### src/design/adsr_pkg.sv
package adsr_pkg;

    typedef enum logic [4:0] {
        ST_ATTACK  = 5'b00001,
        ST_DECAY   = 5'b00010,
        ST_SUSTAIN = 5'b00100,
        ST_RELEASE = 5'b01000,
        ST_OFF     = 5'b10000
    } stage_t;

    localparam logic [2:0] CODE_ATTACK  = 3'd0;
    localparam logic [2:0] CODE_DECAY   = 3'd1;
    localparam logic [2:0] CODE_SUSTAIN = 3'd2;
    localparam logic [2:0] CODE_RELEASE = 3'd3;
    localparam logic [2:0] CODE_OFF     = 3'd4;

    localparam logic [1:0] ACT_TICK     = 2'd0;
    localparam logic [1:0] ACT_NOTE_ON  = 2'd1;
    localparam logic [1:0] ACT_NOTE_OFF = 2'd2;

    localparam int CFG_IDX_W = 3;
    localparam logic [CFG_IDX_W-1:0] CFG_ATTACK_STEP   = 3'd0;
    localparam logic [CFG_IDX_W-1:0] CFG_DECAY_STEP    = 3'd1;
    localparam logic [CFG_IDX_W-1:0] CFG_SUSTAIN_LEVEL = 3'd2;
    localparam logic [CFG_IDX_W-1:0] CFG_RELEASE_COEF  = 3'd3;
    localparam logic [CFG_IDX_W-1:0] CFG_LEGATO_ON     = 3'd4;

    localparam int RST_ATTACK_STEP   = 38043;
    localparam int RST_DECAY_STEP    = 381;
    localparam int RST_SUSTAIN_LEVEL = 11744051;
    localparam int RST_RELEASE_COEF  = 1902;

    function automatic logic [2:0] stage_code(input stage_t st);
        logic [2:0] code;
        unique case (st)
            ST_ATTACK:  code = CODE_ATTACK;
            ST_DECAY:   code = CODE_DECAY;
            ST_SUSTAIN: code = CODE_SUSTAIN;
            ST_RELEASE: code = CODE_RELEASE;
            default:    code = CODE_OFF;
        endcase
        return code;
    endfunction

endpackage

### src/design/adsr_cfg_regs.sv
module adsr_cfg_regs #(
    parameter int FRAC_BITS = 24
) (
    input  logic                                aclk,
    input  logic                                aresetn,
    input  logic                                wr_en,
    input  logic [adsr_pkg::CFG_IDX_W-1:0]      wr_index,
    input  logic [FRAC_BITS:0]                  wr_data,
    output logic [FRAC_BITS:0]                  attack_step,
    output logic [FRAC_BITS:0]                  decay_step,
    output logic [FRAC_BITS:0]                  sustain_level,
    output logic [FRAC_BITS:0]                  release_coef,
    output logic                                legato_on
);

    localparam int W = FRAC_BITS + 1;

    logic [W-1:0] attack_step_reg;
    logic [W-1:0] decay_step_reg;
    logic [W-1:0] sustain_level_reg;
    logic [W-1:0] release_coef_reg;
    logic         legato_on_reg;

    always_ff @(posedge aclk) begin
        if (!aresetn) begin
            attack_step_reg   <= W'(adsr_pkg::RST_ATTACK_STEP);
            decay_step_reg    <= W'(adsr_pkg::RST_DECAY_STEP);
            sustain_level_reg <= W'(adsr_pkg::RST_SUSTAIN_LEVEL);
            release_coef_reg  <= W'(adsr_pkg::RST_RELEASE_COEF);
            legato_on_reg     <= 1'b0;
        end else if (wr_en) begin
            unique case (wr_index)
                adsr_pkg::CFG_ATTACK_STEP:   attack_step_reg   <= wr_data;
                adsr_pkg::CFG_DECAY_STEP:    decay_step_reg    <= wr_data;
                adsr_pkg::CFG_SUSTAIN_LEVEL: sustain_level_reg <= wr_data;
                adsr_pkg::CFG_RELEASE_COEF:  release_coef_reg  <= wr_data;
                adsr_pkg::CFG_LEGATO_ON:     legato_on_reg     <= wr_data[0];
                default: ;
            endcase
        end
    end

    assign attack_step   = attack_step_reg;
    assign decay_step    = decay_step_reg;
    assign sustain_level = sustain_level_reg;
    assign release_coef  = release_coef_reg;
    assign legato_on     = legato_on_reg;

endmodule

### config.mk
export PLATFORM = sky130hd
export DESIGN_NAME = adsr_cfg_regs
export DESIGN_NICKNAME = d
export VERILOG_FILES = /design/src/design/adsr_pkg.sv /design/src/design/adsr_cfg_regs.sv
export SDC_FILE = /design/constraint.sdc
export NUM_CORES = 1
export LEC_CHECK = 0
export BUFFER_PORTS_ARGS = -buffer_cell sky130_fd_sc_hd__buf_2
export CAP_MARGIN = 20
export CORE_ASPECT_RATIO = 0.7
export CORE_MARGIN = 3
export CORE_UTILIZATION = 56
export CTS_BUF_LIST = sky130_fd_sc_hd__clkbuf_2
export DETAILED_ROUTE_END_ITERATION = 10
export PLACE_DENSITY = 0.92
export SYNTH_ARGS = -nofsm -noshare
export SYNTH_HDL_FRONTEND = slang
export SYNTH_SLANG_ARGS = --single-unit
### constraint.sdc
create_clock -name aclk -period 1.45 [get_ports aclk]
set_input_delay 0.145 -clock aclk [delete_from_list [all_inputs] [get_ports aclk]]
set_output_delay 0.145 -clock aclk [all_outputs]
set_load 0.02 [all_outputs]
# Word-level counts from Yosys, hierarchy flattened
# Index checks and enable logic that the tools add are counted.
# W data, S select, Z words.
# totals
regBits,101
input_bits,31
out_inout_bits,101
word_cells,15
# classes
n_eq_ne,4
n_reduce_logical,6
# ops
op,n
$reduce_and A2 Y1,5
$eq A3 B2 Y1 const B,2
$eq A3 B1 Y1 const B,1
$eq A3 B3 Y1 const B,1
$logic_not A3 Y1,1

# Logic depth before layout (Yosys ltp)
# depth
word_depth,2
ltp_mapped,5
mapped_depth_nobuf,2

# Worst setup path after synthesis
# No wires, ideal clock.
# synth_timing
path_kind,input to register
start,input wr_index[0] (netlist name)
end,"register attack_step_reg[19], in the netlist attack_step[19]"
setup_ps,72
t_arrival_ps,902
required_time_ps,1378
path_slack_ps,476
stages,4
n_path_buf,2
path_cell_list,nor4b_2 > buf_4 > buf_12 > mux2i_1
# synth_via
elab_chain_cells,2
# synth_lines
item,line_no,text
"start, declared",adsr_cfg_regs.sv:7,"input logic [adsr_pkg::CFG_IDX_W-1:0] wr_index,"
$logic_not A3 Y1,adsr_cfg_regs.sv:32,unique case (wr_index)
$reduce_and A2 Y1 (no source line),-,
"end signal, assigned",adsr_cfg_regs.sv:26,attack_step_reg <= W'(adsr_pkg::RST_ATTACK_STEP);
"end signal, assigned",adsr_cfg_regs.sv:33,adsr_pkg::CFG_ATTACK_STEP: attack_step_reg <= wr_data;
"end, declared",adsr_cfg_regs.sv:18,logic [W-1:0] attack_step_reg;
# Every way passes these cells.
# A chain may end at the register's enable or synchronous reset.

==> impl_metrics.csv <==
group,metric,value,unit
clock_network,clock-sinks,101,
synth,yosys.area.top_type,"dfxtp_1",
synth,yosys-top-cells-area,"dfxtp_1, mux2i_1, nor2b_1",
clock_network,root_buffer,"clkbuf_2",
synth,ys_ff_latch,101,
sta,max_slew_margin,77.2,%
route,finalWirelength,9.72,mm
sta,max_freq,766,MHz
cells_and_area,layout.nets,563,
synth,synthDominantCellAreaShare,50.5,%
sta,grt_setup_unrepaired,"false",
synth,synthTopCellsByCount,"dfxtp_1, mux2i_1, nand2_1, nor2b_1, buf_2",
hold_path,hold_path.class,"input port to register",
route,num_vias,3126,
place,placed_cell_area,4720,sq um
clock_network,cts_setup_buffers,0,
run_status,status,"finished, final reports clean",
synth,synthFlopType,"dfxtp_1",
setup_path,rrSetupSlack,0.76,ns
cells_and_area,num_antenna_cells,0,
pwr,p_leak,2.42,nW
floorplan,die_w,107,um
run,drv_cap,0,
cells_and_area,final_cell_area,5100,sq um
route,dr.pass1.iters,4,
sta,setup_viol,0,
setup_path,cp-start-kind,"input port",
sta,hold_viol_final,0,
synth,ys_warn_count,0,
route,routedWlPerCell,15.4,um
route,wl_met2,4.68,mm
synth,netlist-cell-type-count,15,
pwr,power_density,919,nW/um^2
clock_network,insertion_delay,0.53,ns
grt,grt_first_pass_wirelength,15.9,mm
grt,overflow,0,
setup_path,required,1.92,ns
synth,synthesis.nets,413,
synth,async_flop_share,0,%
place,dp_slack,0.243,ns
sta,fin_skew,0,ns
synth,synth_edf_count,0,
cells_and_area,syn_to_final_growth,27.4,%
grt,antenna_found_initial,0,
floorplan,die_h,76.7,um
place,dp_hpwl,6.54,mm
floorplan,num_io_pins,132,
place,port_buffers,131,
sta,min_period_over_period,90.0,%
route,via_per_inst,4.96,
sta,setup_slack,0.144,ns
setup_path,critPathKind,"input port to register",
setup_path,end_kind,"register",
route,top_layer,"met4",
grt,grt_max_degree,52,
setup_path,worst-path-max-fanout,22,
clock_network,cts_tree,"yes",
clock_network,clk_pin_slew,0.25,ns
place,routabilityCongestion,0.769,
clock_network,numCtsBuffers,9,
sta,tightest_slew,0.342,ns
grt,grt.total_usage,24.1,%
route,wl_met1,4.09,mm
synth,yosysSeqAreaShare,50.5,%
setup_path,crit_arrival,1.77,ns
synth,syn_inst,382,
grt,grt_pass1_vias,3241,
synth,synth.avg_cell_area,10.5,sq um
sta,final_max_slew_viol_count,0,
sta,fin_crit,1.31,ns
sta,tns,0,ns
floorplan,dieArea,8210,sq um
route,drc,0,
route,dr_wl_met3,821,um
clock_network,clockBufferDepth,2,
route,ant_nets,0,
pwr,peakVddDrop,0.503,mV
floorplan,initial_core_util,58.4,%
synth,netlist_area,4000,sq um
floorplan,placementRows,25,
clock_network,htreeDepth,3,
cells_and_area,drive_gt1_share,29.1,%
route,first_iter_violations,163,
floorplan,core,6850,sq um
-- power by group --
group	internal, mW	leakage [nW]	switching [mW]
Combinational	0.245	1.53	0.304
Sequential	2.85	0.819	0.0324
Clock	0.389	0.0692	0.874
-- layer usage --
layer	vias up	GRT usage [%]
met5	-	0
met4	0	4.73
met3	13	9.92
met2	111	40.9
met1	1452	28.7
li1	1550	-
-- placed cells by master (no fill, tap or decap) --
master	synthesis	final
clkinv_4	0	1
dfxtp_1	101	101
nand2_1	90	90
dlygate4sd3_1	0	28
clkinv_1	0	1
and4bb_1	1	1
nor2b_1	55	55
and4bb_2	2	2
nor4b_4	0	1
buf_4	2	3
nand4b_1	1	1
nand4bb_1	2	2
clkinv_2	0	2
mux2i_1	101	101
buf_12	3	6
clkbuf_2	0	10
buf_2	10	130
bufinv_16	0	1
-- path summary, 6_finish.rpt --
| kind | startpoint | end | cells past startpoint |
|---|---|---|---|
| max | aresetn | decay_step[1] | 5 |
| min | wr_en | legato_on | 3 |
| max reg2reg | sustain_level[24] | sustain_level[24] | 2 |
| min reg2reg | decay_step[16] | decay_step[16] | 2 |
-- through the flow --
| step | hold slack, ns | std cells | power, mW | utilization [%] |
|---|---|---|---|---|
| after CTS | 0.0539 | 630 | 4.71 | 74.5 |
| after detailed placement | 0.412 | 587 | 3.41 | 68.9 |
| after floorplan | 0.284 | 382 | 3.24 | - |
| final | 0.0896 | 630 | 4.69 | 74.5 |
| after global routing | 0.0305 | 630 | 4.89 | 74.5 |
| after global placement | 0.404 | 587 | 3.40 | 68.9 |
-- logic make-up after synthesis --
kind of cell | Yosys count | share of synthesized area, %
buffers and inverters | 28 | 5.10
flip-flops | 101 | 50.5
multiplexers | 101 | 25.3
AND/OR/NAND/NOR | 152 | 19.1
-- area by class of cell --
cell class,count,area (sq um)
clock inverters,5,52.6
flip-flops and latches,101,2020
fillers,486,1750
repair buffers,167,1070
clock buffers,10,50.0
well taps,94,118
multi-input cells,253,1790
-- worst max-delay path, stage by stage --
cell,delay [ns]
dlygate4sd3_1,0.53
buf_4,0.26
nand2_1,0.08
dlygate4sd3_1,0.58
mux2i_1,0.18
-- timing repair --
| action | in CTS | in global routing |
|---|---|---|
| hold endpoints to repair | 101 | 0 |
| gates resized for setup | 0 | 0 |
| hold buffers | 28 | 0 |
Note: power is estimated with default switching activity, not from simulation.
